**src/hdl/aoq_pkg.sv**
```systemverilog
package aoq_pkg;

    localparam int SAMPLE_W = 32;
    localparam int WORD_W   = 32;
    localparam int PCM_W    = 16;
    localparam int RES_W    = 8;
    localparam int OFF_W    = 16;
    localparam int ACC_W    = 16;
    localparam int BLEN_W   = 13;
    localparam int CFG_W    = 13;
    localparam int CFG_IDX_W = 2;
    localparam int PROD_W   = OFF_W + BLEN_W;
    localparam int DECAY_SH = 15;

    localparam logic [1:0] MODE_I2S  = 2'd0;
    localparam logic [1:0] MODE_DAC  = 2'd1;
    localparam logic [1:0] MODE_BUZZ = 2'd2;

    localparam logic [CFG_IDX_W-1:0] REG_OUTPUT_MODE    = 2'd0;
    localparam logic [CFG_IDX_W-1:0] REG_STEREO_OUT     = 2'd1;
    localparam logic [CFG_IDX_W-1:0] REG_DAC_ZERO_LEVEL = 2'd2;
    localparam logic [CFG_IDX_W-1:0] REG_BUFFER_LENGTH  = 2'd3;

    localparam logic [BLEN_W-1:0] BLEN_RESET = 13'd256;
    localparam logic [OFF_W-1:0]  OFFSET_CAP = 16'd32767;
    localparam logic [PCM_W-1:0]  PCM_MAX    = 16'h7FFF;
    localparam logic [PCM_W-1:0]  PCM_MIN    = 16'h8000;
    localparam logic [PCM_W-1:0]  CODE_MAX   = 16'hFFFF;

    typedef struct packed {
        logic [SAMPLE_W-1:0] sample;
        logic [OFF_W-1:0]    offset;
        logic [RES_W-1:0]    residue;
        logic [BLEN_W-1:0]   len;
        logic                dac;
        logic                track;
        logic                start;
    } t_quant_in;

    typedef struct packed {
        logic [PCM_W-1:0] word;
        logic [RES_W-1:0] residue;
        logic [OFF_W-1:0] offset;
    } t_quant_out;

endpackage

```
**src/hdl/aoq_in_if.sv**
```systemverilog
interface aoq_in_if;
    logic        valid;
    logic        ready;
    logic [31:0] sample;
    logic        lane;
    logic        buffer_start;

    modport source (output valid, output sample, output lane, output buffer_start,
                    input ready);
    modport sink (input valid, input sample, input lane, input buffer_start,
                  output ready);
endinterface

```
**src/hdl/aoq_out_if.sv**
```systemverilog
interface aoq_out_if;
    logic        valid;
    logic        ready;
    logic [31:0] out_word;
    logic        out_lane;

    modport source (output valid, output out_word, output out_lane, input ready);
    modport sink (input valid, input out_word, input out_lane, output ready);
endinterface

```
**src/hdl/aoq_quant.sv**
```systemverilog
module aoq_quant (
    input  aoq_pkg::t_quant_in  i_q,
    output aoq_pkg::t_quant_out o_q
);
    import aoq_pkg::*;

    logic [PROD_W-1:0]   prod;
    logic [OFF_W-1:0]    off_dec;
    logic [OFF_W-1:0]    off_new;
    logic [SAMPLE_W-1:0] mag;
    logic [SAMPLE_W+1:0] v_dac;
    logic [SAMPLE_W:0]   v_pcm;
    logic [SAMPLE_W-8:0] q_pcm;
    logic [PCM_W-1:0]    pcm_word;
    logic [PCM_W-1:0]    dac_word;

    always_comb begin
        prod    = PROD_W'(i_q.offset) * PROD_W'(i_q.len);
        off_dec = i_q.offset;
        if (i_q.track && i_q.start) begin
            off_dec = i_q.offset - OFF_W'(prod[PROD_W-1:DECAY_SH]);
        end

        mag = i_q.sample[SAMPLE_W-1] ? (~i_q.sample + 32'd1) : i_q.sample;
        off_new = off_dec;
        if (i_q.track && ({16'd0, off_dec} < mag)) begin
            off_new = (mag > {16'd0, OFFSET_CAP}) ? OFFSET_CAP : mag[OFF_W-1:0];
        end

        v_dac = {{2{i_q.sample[SAMPLE_W-1]}}, i_q.sample} + {18'd0, off_new}
              + {26'd0, i_q.residue};
        if (v_dac[SAMPLE_W+1]) begin
            dac_word = '0;
        end else if (|v_dac[SAMPLE_W:PCM_W]) begin
            dac_word = CODE_MAX;
        end else begin
            dac_word = v_dac[PCM_W-1:0];
        end

        v_pcm = {i_q.sample[SAMPLE_W-1], i_q.sample} + {25'd0, i_q.residue};
        q_pcm = v_pcm[SAMPLE_W:8];
        if ((&q_pcm[SAMPLE_W-8:PCM_W-1]) || !(|q_pcm[SAMPLE_W-8:PCM_W-1])) begin
            pcm_word = q_pcm[PCM_W-1:0];
        end else if (q_pcm[SAMPLE_W-8]) begin
            pcm_word = PCM_MIN;
        end else begin
            pcm_word = PCM_MAX;
        end

        o_q.offset = off_new;
        if (i_q.dac) begin
            o_q.word    = dac_word;
            o_q.residue = v_dac[RES_W-1:0];
        end else begin
            o_q.word    = pcm_word;
            o_q.residue = v_pcm[RES_W-1:0];
        end
    end

endmodule

```
**src/hdl/aoq_sigma.sv**
```systemverilog
module aoq_sigma (
    input  logic [aoq_pkg::SAMPLE_W-1:0] i_sample,
    input  logic [aoq_pkg::ACC_W-1:0]    i_acc,
    output logic [aoq_pkg::WORD_W-1:0]   o_bits,
    output logic [aoq_pkg::ACC_W-1:0]    o_acc
);
    import aoq_pkg::*;

    logic [PCM_W-1:0] ss;
    logic [ACC_W-1:0] u;
    logic [22:0]      t [WORD_W+1];

    // acc after k steps is (acc - k*u) mod 2^16; a bit is set where the
    // upper part of the running difference drops
    always_comb begin
        if ((&i_sample[SAMPLE_W-1:PCM_W-1]) || !(|i_sample[SAMPLE_W-1:PCM_W-1])) begin
            ss = i_sample[PCM_W-1:0];
        end else if (i_sample[SAMPLE_W-1]) begin
            ss = PCM_MIN;
        end else begin
            ss = PCM_MAX;
        end
        u = {~ss[PCM_W-1], ss[PCM_W-2:0]};
        for (int k = 0; k <= WORD_W; k++) begin
            t[k] = {7'd0, i_acc} - (23'(k) * {7'd0, u});
        end
        for (int k = 1; k <= WORD_W; k++) begin
            o_bits[WORD_W-k] = (t[k-1][22:16] != t[k][22:16]);
        end
        o_acc = t[WORD_W][ACC_W-1:0];
    end

endmodule

```
**src/hdl/audio_output_quantizer.sv**
```systemverilog
// Data path: an accepted item is held in the input register, then moves to the result register that drives the output.
// Throughput: one item per cycle; the input register and the result register
// each advance every cycle while the output side takes items.
// Reset (synchronous, active low): empties both registers, clears residues,
// offset and delta-sigma accumulator, and loads register reset values.
module audio_output_quantizer (
    input  logic                            i_clk,
    input  logic                            i_rst_n,
    input  logic                            i_cfg_we,
    input  logic [aoq_pkg::CFG_IDX_W-1:0]   i_cfg_index,
    input  logic [aoq_pkg::CFG_W-1:0]       i_cfg_data,
    aoq_in_if.sink                          i_in,
    aoq_out_if.source                       o_out
);
    import aoq_pkg::*;

    logic [1:0]          r_mode;
    logic                r_stereo;
    logic [7:0]          r_zero;
    logic [BLEN_W-1:0]   r_blen;

    logic [RES_W-1:0]    r_res [2];
    logic [OFF_W-1:0]    r_off;
    logic [ACC_W-1:0]    r_acc;

    logic                r_in_valid;
    logic [SAMPLE_W-1:0] r_sample;
    logic                r_lane;
    logic                r_start;

    logic                r_out_valid;
    logic [WORD_W-1:0]   r_word;
    logic                r_olane;

    logic                advance;
    logic                ridx;
    logic                is_dac;
    logic                is_buzz;
    t_quant_in           q_in;
    t_quant_out          q_out;
    logic [WORD_W-1:0]   sig_bits;
    logic [ACC_W-1:0]    sig_acc;
    logic [WORD_W-1:0]   n_word;

    assign advance     = r_in_valid && (!r_out_valid || o_out.ready);
    assign i_in.ready  = !r_in_valid || advance;
    assign o_out.valid = r_out_valid;
    assign o_out.out_word = r_word;
    assign o_out.out_lane = r_olane;

    assign ridx    = r_lane & r_stereo;
    assign is_dac  = (r_mode == MODE_DAC);
    assign is_buzz = (r_mode == MODE_BUZZ);

    always_comb begin
        q_in.sample  = r_sample;
        q_in.offset  = r_off;
        q_in.residue = r_res[ridx];
        q_in.len     = {r_blen[BLEN_W-1:1], 1'b0};
        q_in.dac     = is_dac;
        q_in.track   = is_dac && (r_zero == 8'd0);
        q_in.start   = r_start;
    end

    aoq_quant u_quant (
        .i_q (q_in),
        .o_q (q_out)
    );

    aoq_sigma u_sigma (
        .i_sample (r_sample),
        .i_acc    (r_acc),
        .o_bits   (sig_bits),
        .o_acc    (sig_acc)
    );

    assign n_word = is_buzz ? sig_bits : {16'd0, q_out.word};

    always_ff @(posedge i_clk) begin
        if (!i_rst_n) begin
            r_mode      <= MODE_I2S;
            r_stereo    <= 1'b0;
            r_zero      <= 8'd0;
            r_blen      <= BLEN_RESET;
            r_res[0]    <= '0;
            r_res[1]    <= '0;
            r_off       <= '0;
            r_acc       <= '0;
            r_in_valid  <= 1'b0;
            r_out_valid <= 1'b0;
        end else begin
            if (i_cfg_we) begin
                unique case (i_cfg_index)
                    REG_OUTPUT_MODE:    r_mode   <= i_cfg_data[1:0];
                    REG_STEREO_OUT:     r_stereo <= i_cfg_data[0];
                    REG_DAC_ZERO_LEVEL: r_zero   <= i_cfg_data[7:0];
                    REG_BUFFER_LENGTH:  r_blen   <= i_cfg_data[BLEN_W-1:0];
                    default: ;
                endcase
            end
            if (i_cfg_we && (i_cfg_index == REG_DAC_ZERO_LEVEL)) begin
                r_off <= {i_cfg_data[7:0], 8'h00};
            end else if (advance && is_dac) begin
                r_off <= q_out.offset;
            end
            if (advance) begin
                if (is_buzz) begin
                    r_acc <= sig_acc;
                end else begin
                    r_res[ridx] <= q_out.residue;
                end
            end
            if (i_in.valid && i_in.ready) begin
                r_in_valid <= 1'b1;
            end else if (advance) begin
                r_in_valid <= 1'b0;
            end
            if (advance) begin
                r_out_valid <= 1'b1;
            end else if (o_out.ready) begin
                r_out_valid <= 1'b0;
            end
        end
    end

    always_ff @(posedge i_clk) begin
        if (i_in.valid && i_in.ready) begin
            r_sample <= i_in.sample;
            r_lane   <= i_in.lane;
            r_start  <= i_in.buffer_start;
        end
        if (advance) begin
            r_word  <= n_word;
            r_olane <= r_lane;
        end
    end

    a_offset_cap: assert property (@(posedge i_clk) disable iff (!i_rst_n)
        (r_zero == 8'd0) |-> (r_off <= OFFSET_CAP))
        else $error("offset above cap while tracking");

    a_buzz_keeps_residue: assert property (@(posedge i_clk) disable iff (!i_rst_n)
        (advance && is_buzz) |=> ($stable(r_res[0]) && $stable(r_res[1])))
        else $error("residue changed in buzzer mode");

    a_lane_follows: assert property (@(posedge i_clk) disable iff (!i_rst_n)
        advance |=> (r_out_valid && (r_olane == $past(r_lane))))
        else $error("result lost or lane mismatch");

    a_no_overwrite: assert property (@(posedge i_clk) disable iff (!i_rst_n)
        (i_in.valid && i_in.ready) |-> (!r_in_valid || advance))
        else $error("input register overwritten");

endmodule
```
**src/flat_wrapper.sv**
```systemverilog
// flat-port wrapper written by rule: the top's interface ports become plain ports
module audio_output_quantizer_flat import aoq_pkg::*;
  (i_clk, i_rst_n, i_cfg_we, i_cfg_index, i_cfg_data, i_in_valid, i_in_sample, i_in_lane, i_in_buffer_start, i_in_ready, o_out_valid, o_out_out_word, o_out_out_lane, o_out_ready);
  aoq_in_if i_in_i ();
  aoq_out_if o_out_i ();
  input  logic i_clk;
  input  logic i_rst_n;
  input  logic i_cfg_we;
  input  logic [aoq_pkg::CFG_IDX_W-1:0] i_cfg_index;
  input  logic [aoq_pkg::CFG_W-1:0] i_cfg_data;
  input wire logic [$bits(i_in_i.valid)-1:0] i_in_valid;
  input wire logic [$bits(i_in_i.sample)-1:0] i_in_sample;
  input wire logic [$bits(i_in_i.lane)-1:0] i_in_lane;
  input wire logic [$bits(i_in_i.buffer_start)-1:0] i_in_buffer_start;
  output wire logic [$bits(i_in_i.ready)-1:0] i_in_ready;
  output wire logic [$bits(o_out_i.valid)-1:0] o_out_valid;
  output wire logic [$bits(o_out_i.out_word)-1:0] o_out_out_word;
  output wire logic [$bits(o_out_i.out_lane)-1:0] o_out_out_lane;
  input wire logic [$bits(o_out_i.ready)-1:0] o_out_ready;
  assign i_in_i.valid = i_in_valid;
  assign i_in_i.sample = i_in_sample;
  assign i_in_i.lane = i_in_lane;
  assign i_in_i.buffer_start = i_in_buffer_start;
  assign i_in_ready = i_in_i.ready;
  assign o_out_valid = o_out_i.valid;
  assign o_out_out_word = o_out_i.out_word;
  assign o_out_out_lane = o_out_i.out_lane;
  assign o_out_i.ready = o_out_ready;
  audio_output_quantizer u_core (.i_clk(i_clk), .i_rst_n(i_rst_n), .i_cfg_we(i_cfg_we), .i_cfg_index(i_cfg_index), .i_cfg_data(i_cfg_data), .i_in(i_in_i), .o_out(o_out_i));
endmodule
```
**config.mk**
```make
export PLATFORM = sky130hd
export DESIGN_NAME = audio_output_quantizer_flat
export DESIGN_NICKNAME = d
export VERILOG_FILES = /design/src/hdl/aoq_pkg.sv /design/src/hdl/aoq_in_if.sv /design/src/hdl/aoq_out_if.sv /design/src/hdl/aoq_quant.sv /design/src/hdl/aoq_sigma.sv /design/src/hdl/audio_output_quantizer.sv /design/src/flat_wrapper.sv
export SDC_FILE = /design/constraint.sdc
export NUM_CORES = 2
export LEC_CHECK = 0
export BUFFER_PORTS_ARGS = -buffer_cell sky130_fd_sc_hd__buf_4
export CORE_ASPECT_RATIO = 2
export CORE_MARGIN = 10
export CORE_UTILIZATION = 55
export DETAILED_ROUTE_END_ITERATION = 6
export GPL_ROUTABILITY_DRIVEN = 0
export PLACE_DENSITY = 0.8
export SLEW_MARGIN = 20
export SYNTH_ARGS = -nofsm -noshare
export SYNTH_HDL_FRONTEND = slang
export SYNTH_SLANG_ARGS = --single-unit
```
**constraint.sdc**
```tcl
create_clock -name i_clk -period 14 [get_ports i_clk]
set_input_delay 0.7 -clock i_clk [delete_from_list [all_inputs] [get_ports i_clk]]
set_output_delay 0.7 -clock i_clk [all_outputs]
set_load 0.1 [all_outputs]
```
## Yosys cells after proc, flatten, opt, wreduce, memory -nomap -nowiden

Memory sizes are Yosys's and may differ from the RTL's.
Cells that the tools add are included.

- Mux-type cells: 26
- Bitwise gates (word level): 4
- Magnitude comparators: 2
- Reduce and logical (&&, ||, !) cells: 33
- Eq/ne operators: 36
- Multipliers: 27
- $add $sub $neg: 37

Operator list:

| kind | number |
|---|---|
| subtractor 16 x 21 -> 22 bit | 16 |
| != test 7 bit | 31 |
| 2-to-1 mux 16 bit | 12 |
| multiplier 5 x 16 -> 21 bit (first input constant) | 8 |
| subtractor 16 x 20 -> 21 bit | 8 |
| multiplier 4 x 16 -> 20 bit (first input constant) | 8 |
| multiplier 3 x 16 -> 19 bit (first input constant) | 6 |
| subtractor 16 x 19 -> 20 bit | 4 |
| multiplier 2 x 16 -> 18 bit (first input constant) | 4 |
| subtractor 16 x 18 -> 19 bit | 2 |
| adder 33 x 9 -> 34 bit | 1 |
| OR reduction 17 bit | 2 |
| adder 32 x 17 -> 33 bit | 1 |
| adder 32 x 9 -> 33 bit | 1 |
| adder 32 x 1 -> 32 bit (second input constant) | 1 |
| > comparator 32 x 15 -> 1 bit (second input constant) | 1 |
| less-than comparator 16 x 32 -> 1 bit | 1 |
| 2-to-1 mux 32 bit | 1 |
| inverter 32 bit | 1 |
| multiplier 16 x 12 -> 28 bit | 1 |
| 2-to-1 mux 24 bit | 1 |
| subtractor 16 x 17 -> 18 bit | 1 |
| AND reduction 17 bit | 1 |
| subtractor 16 x 16 -> 17 bit | 1 |
| other kinds (19) | 51 |

- RAM bits: 16
- Memories: 1
- Input bits: 54
- Output and inout bits: 35
- Logic and storage cells: 181
- Register bits: 125

Memories:

| memory | words | width | read ports | clocked after memory_dff | write ports | RTL line | source |
|---|---|---|---|---|---|---|---|
| u_core.r_res | 2 | 8 | 1 | 0 | 2 | audio_output_quantizer.sv:22 | `logic [RES_W-1:0] r_res [2];` |

## Depth between registers and ports, before layout

- Depth in word-level cells: 14
- Mapped depth: 60
- Mapped depth without buffers: 56

## Hierarchy

A second synthesis with hierarchy kept.

- Cell total of the unflattened synthesis: 5756
- Area, all modules: 49293.5 um2

By module, submodules not included:

| module | instances | area each (um2) | cells each | seq. area each (um2) |
|---|---|---|---|---|
| aoq_sigma | 1 | 32137.1 | 3788 | 0.0 |
| aoq_quant | 1 | 11449.7 | 1475 | 0.0 |
| audio_output_quantizer | 1 | 5706.7 | 493 | 3633.5 |

## Worst setup path before layout

OpenSTA, ideal clock, no wires.

- Kind: reg-to-reg
- From: reg u_core.r_blen[6]
- To: reg u_core.r_word[9], in the netlist u_core.o_out.out_word[9] (data pin)
- Slack: 1394 ps
- Period minus slack after synthesis: 12606 ps
- Setup time: 274 ps
- Arrival: 12332 ps
- Path buffers: 4
- Data required time: 13726 ps
- Cell stages (with the launch flop): 54
- Path through: dfxtp_1 clkbuf_1 clkbuf_1 nand2_1 fa_1 fa_1 inv_1 fa_1 fa_1 fa_1 ha_1 a21o_1 a21o_1 a211oi_1 o311a_1 o21ai_0 and3_1 o31a_1 [... 18 more ...] nand3_1 o21ai_0 fa_1 inv_1 ha_1 fa_1 a21o_1 a21oi_1 o21a_1 o31ai_1 a221oi_1 nor3_1 mux2_2 nor4_1 nand4_1 clkbuf_1 o21ai_0 a32oi_1

- Longest elaborated chain between the ends: 13

RTL lines:

| what | RTL line | source |
|---|---|---|
| from (decl) | audio_output_quantizer.sv:20 | `logic [BLEN_W-1:0] r_blen;` |
| from (signal assigned) | audio_output_quantizer.sv:97 | `REG_BUFFER_LENGTH: r_blen <= i_cfg_data[BLEN_W-1:0];` |
| multiplier 16 x 12 -> 28 bit * | aoq_quant.sv:18 | `prod = PROD_W'(i_q.offset) * PROD_W'(i_q.len);` |
| subtractor 16 x 14 -> 16 bit * | aoq_quant.sv:21 | `off_dec = i_q.offset - OFF_W'(prod[PROD_W-1:DECAY_SH]);` |
| 2-to-1 mux 16 bit * | aoq_quant.sv:20 | `if (i_q.track && i_q.start) begin` |
| less-than comparator 16 x 32 -> 1 bit | aoq_quant.sv:26 | `if (i_q.track && ({16'd0, off_dec} < mag)) begin` |
| logical AND 1 bit | aoq_quant.sv:26 |  |
| 2-to-1 mux 16 bit * | aoq_quant.sv:26 |  |
| adder 32 x 17 -> 33 bit * | aoq_quant.sv:30 | `v_dac = {{2{i_q.sample[SAMPLE_W-1]}}, i_q.sample} + {18'd0, off_new}` |
| adder 33 x 9 -> 34 bit * | aoq_quant.sv:31 | `+ {26'd0, i_q.residue};` |
| OR reduction 17 bit | aoq_quant.sv:34 | `end else if (\|v_dac[SAMPLE_W:PCM_W]) begin` |
| 2-to-1 mux 16 bit | aoq_quant.sv:34 |  |
| 2-to-1 mux 16 bit * | aoq_quant.sv:32 | `if (v_dac[SAMPLE_W+1]) begin` |
| 2-to-1 mux 24 bit * | aoq_quant.sv:51 | `if (i_q.dac) begin` |
| 2-to-1 mux 16 bit * | audio_output_quantizer.sv:77 | `assign n_word = is_buzz ? sig_bits : {16'd0, q_out.word};` |
| via u_core.n_word[9] | audio_output_quantizer.sv:43 | `logic [WORD_W-1:0] n_word;` |
| to (signal assigned) | audio_output_quantizer.sv:133 | `r_word <= n_word;` |
| to (decl) | audio_output_quantizer.sv:32 | `logic [WORD_W-1:0] r_word;` |

The timed path passes the listed nets; every way through them passes the cells marked *.
A chain may end at the register's enable or synchronous reset.

==> flow_summary.ini <==
[run_status]
status = finished, violations left
violations = DRC

[synth]
synthArstFlopShare = 0
syn_area_per_cell_um2 = 8.78
synthTopCellsByCount = ha_1 (811), inv_1 (689), fa_1 (516)
ys_types = 100
yosysMostFrequentCell = ha_1
dominantRegCellSynth = edfxtp_1
postSynthCellCount = 5247
yosysWarningCount = 0
synth_area_leaders = fa_1 (22%), ha_1 (22%), inv_1 (5.6%)
synth_area_um2 = 46100
yosysTopAreaCell = fa_1
ys_ff_latch = 135
synthesis.nets = 6628
seq_area_frac_synth = 0.0767
synth_edf_count = 83
yosys.area.top_type_share = 0.224

[critical_path]
cp-end-kind = flip-flop
critPathArrivalTime_ns = 13.56
cpPeakStageDelay_ns = 0.77
path_class = flip-flop to flip-flop
crit_path_max_fanout = 14
path_common_cell = inv_1
crit_slowest_cell = dfxtp_1
worstPathRequired_ns = 14.20
cp-start-kind = flip-flop

[cts]
cts_tree = built
clockRootBuffer = clkbuf_16
clock_path_buffers = 2
cts_sinks = 135
cts_max_level = 4
hold_buffers = 0
cts_buffers = 17
clk_latency_ns = 0.52
path_clk_slew_ns = 0.07

[routing]
wirelength_mm = 190
drtIter0Drc = 4833
avgViaCountPerCell = 6.80
drc = 2
vias = 43906
ant_nets = 0
wl_per_cell_um = 29.5
first_pass_iters = 7

[sta]
hold_violations = 0
fin_crit_sh = 0.954
slew_violations = 0
slew_headroom = 0.0843
tightest_slew_ns = 1.36
finalSetupViolCount = 0
setup_tns_ns = 0
max_freq_ghz = 0.0749
period_needed_ns = 13.36
holdWs_ns = 0.357
finalClockSkew_ns = 0.0150
grt_setup_unrepaired = false

[die]
die_w_um = 225
core_um2 = 83300
start_util = 0.553
dieArea_um2 = 96400
num_rows = 150
ioPinCount = 89
die_y_um = 429

[job]
max-cap-violations = 0

[global_routing]
grt_overflow = 0
grt_first_pass_wirelength_mm = 284
grt_usage = 0.403
grt_pass1_vias = 45106
antenna_found_initial = 17
grt_max_degree = 81

[min_path]
hp-class = input port to flip-flop

[power]
pwr_density_cell_nw_per_um2 = 114
combPwrFrac = 0.833
max-vdd-ir-drop_mv = 0.0902
total_power_uw = 5680
clock_power_share = 0.083
netSwitchingFraction = 0.560
leakagePower_uw = 0.0237
p_int_uw = 2500
p_switching_uw = 3180
pwr-share-seq = 0.083

[placed_design]
port_buffers = 88
dp.cells = 6395
hpwl_mm = 143

[layout]
nets = 6747
post-route-util = 0.595
finalNonFillerCells = 6453
area.growth.synth_to_final_pct = 7.64
drive_above_1_share = 0.0745
layout by cell type, fill, tap and decap left out, types with 17 or more instances in the layout:
cell,Yosys,routed
o211ai_1,28,28
nor3_1,88,87
a211oi_1,45,45
mux2i_1,30,30
or2_2,25,25
nor4_1,37,34
o21bai_1,40,39
edfxtp_1,83,83
fa_1,516,516
o31a_1,18,18
xor2_1,149,143
nor2_1,270,265
a2111oi_0,19,18
a211o_1,29,29
a21oi_1,282,276
a31oi_1,51,49
nand2_1,368,367
and3_1,31,31
o31ai_1,38,32
and4_1,23,23
nand3_1,127,127
nor2b_1,46,45
a21o_1,161,161
xnor2_1,246,235
o21a_1,77,77
clkbuf_16,0,19
inv_1,689,689
nand4_1,58,58
and2_1,87,86
nand2b_1,27,27
a22o_1,17,17
buf_4,0,210
o21ai_1,14,18
mux2_2,19,19
or3_1,32,32
ha_1,811,811
dfxtp_1,52,45
o21ai_0,211,200
power groups by stage:
stage | clock (µW) | sequential [µW] | combinational, µW
4_1_cts | 462 | 470 | 4320
3_3_place_gp | 0 | 478 | 4130
6_report | 472 | 474 | 4730
3_5_place_dp | 0 | 478 | 4270
2_1_floorplan | 0 | 498 | 3080
5_1_grt | 487 | 474 | 5110
area by class of cell:
type / instances / area (µm²)
Clock inverter: 11 / 81.3
Sequential cell: 135 / 3540
Timing Repair Buffer: 224 / 1730
Tap cell: 1064 / 1330
Inverter: 692 / 2600
Fill cell: 7050 / 33700
Multi-Input combinational cell: 4296 / 39800
Antenna cell: 10 / 25.0
Clock buffer: 21 / 483
cell families (layout without fill, tap and decap cells):
kind of cell	Yosys count	in the layout	share of synthesized area
DFF	135	135	0.0767
adders and majority gates	1329	1329	0.445
other	0	10	0
xor gates and xnor gates	405	405	0.0801
muxes	49	49	0.0112
AOI/OAI and AO/OA	1223	1223	0.180
and+or+nand+nor	1290	1290	0.141
buffers and inverters	816	948	0.0671
per-layer routing:
metal / track usage / vias up / share of wire
li1: - / 18663 / -
met1: 0.363 / 20565 / 0.29
met2: 0.629 / 3147 / 0.45
met3: 0.189 / 1513 / 0.12
met4: 0.435 / 18 / 0.14
met5: 0.0312 / - / 0.0017
worst paths after layout:
path	startpoint	end	slack, ns	cells after the start
setup / recovery	u_core.r_off[15]	u_core.o_out.out_word[0]	0.64	50
hold / removal	i_in_sample[11]	u_core.r_sample[11]	0.36	1
setup reg to reg	u_core.r_off[15]	u_core.o_out.out_word[0]	0.64	50
hold reg to reg	u_core.r_zero[4]	u_core.r_zero[4]	0.46	2
registers in the layout, indices dropped and copies added, names as in the netlist, 2 cells and up:
signal	cells
u_core.r_mode	2
u_core.o_out.out_word	32
u_core.r_sample	32
u_core.r_off	16
u_core.r_res	16
u_core.r_blen	12
u_core.r_zero	8
u_core.r_acc	11
per-stage QoR:
stage | setup WS [ns] | cell area [µm²]
2_1_floorplan | 1.39 | 46100
3_3_place_gp | 0.949 | 48600
3_5_place_dp | 0.616 | 48600
4_1_cts | 0.541 | 49100
5_1_grt | 0.0551 | 49600
6_report | 0.644 | 49600
critical path, delay by kind of cell, from the launching register on:
family	cells	cell delay (ns)
adder cells (fa/ha/maj)	10	4.24
AO/OA/AOI/OAI	14	3.34
AND/OR/NAND/NOR	14	2.94
buffers and inverters	10	1.09
flip-flops	1	0.77
multiplexers	1	0.39
XOR/XNOR	1	0.22
repair_timing:
action                     CTS  global route
resized for setup            0            20
setup endpoints to repair    0            16
setup buffers                0             2
Power figures use the tool's default switching activity.
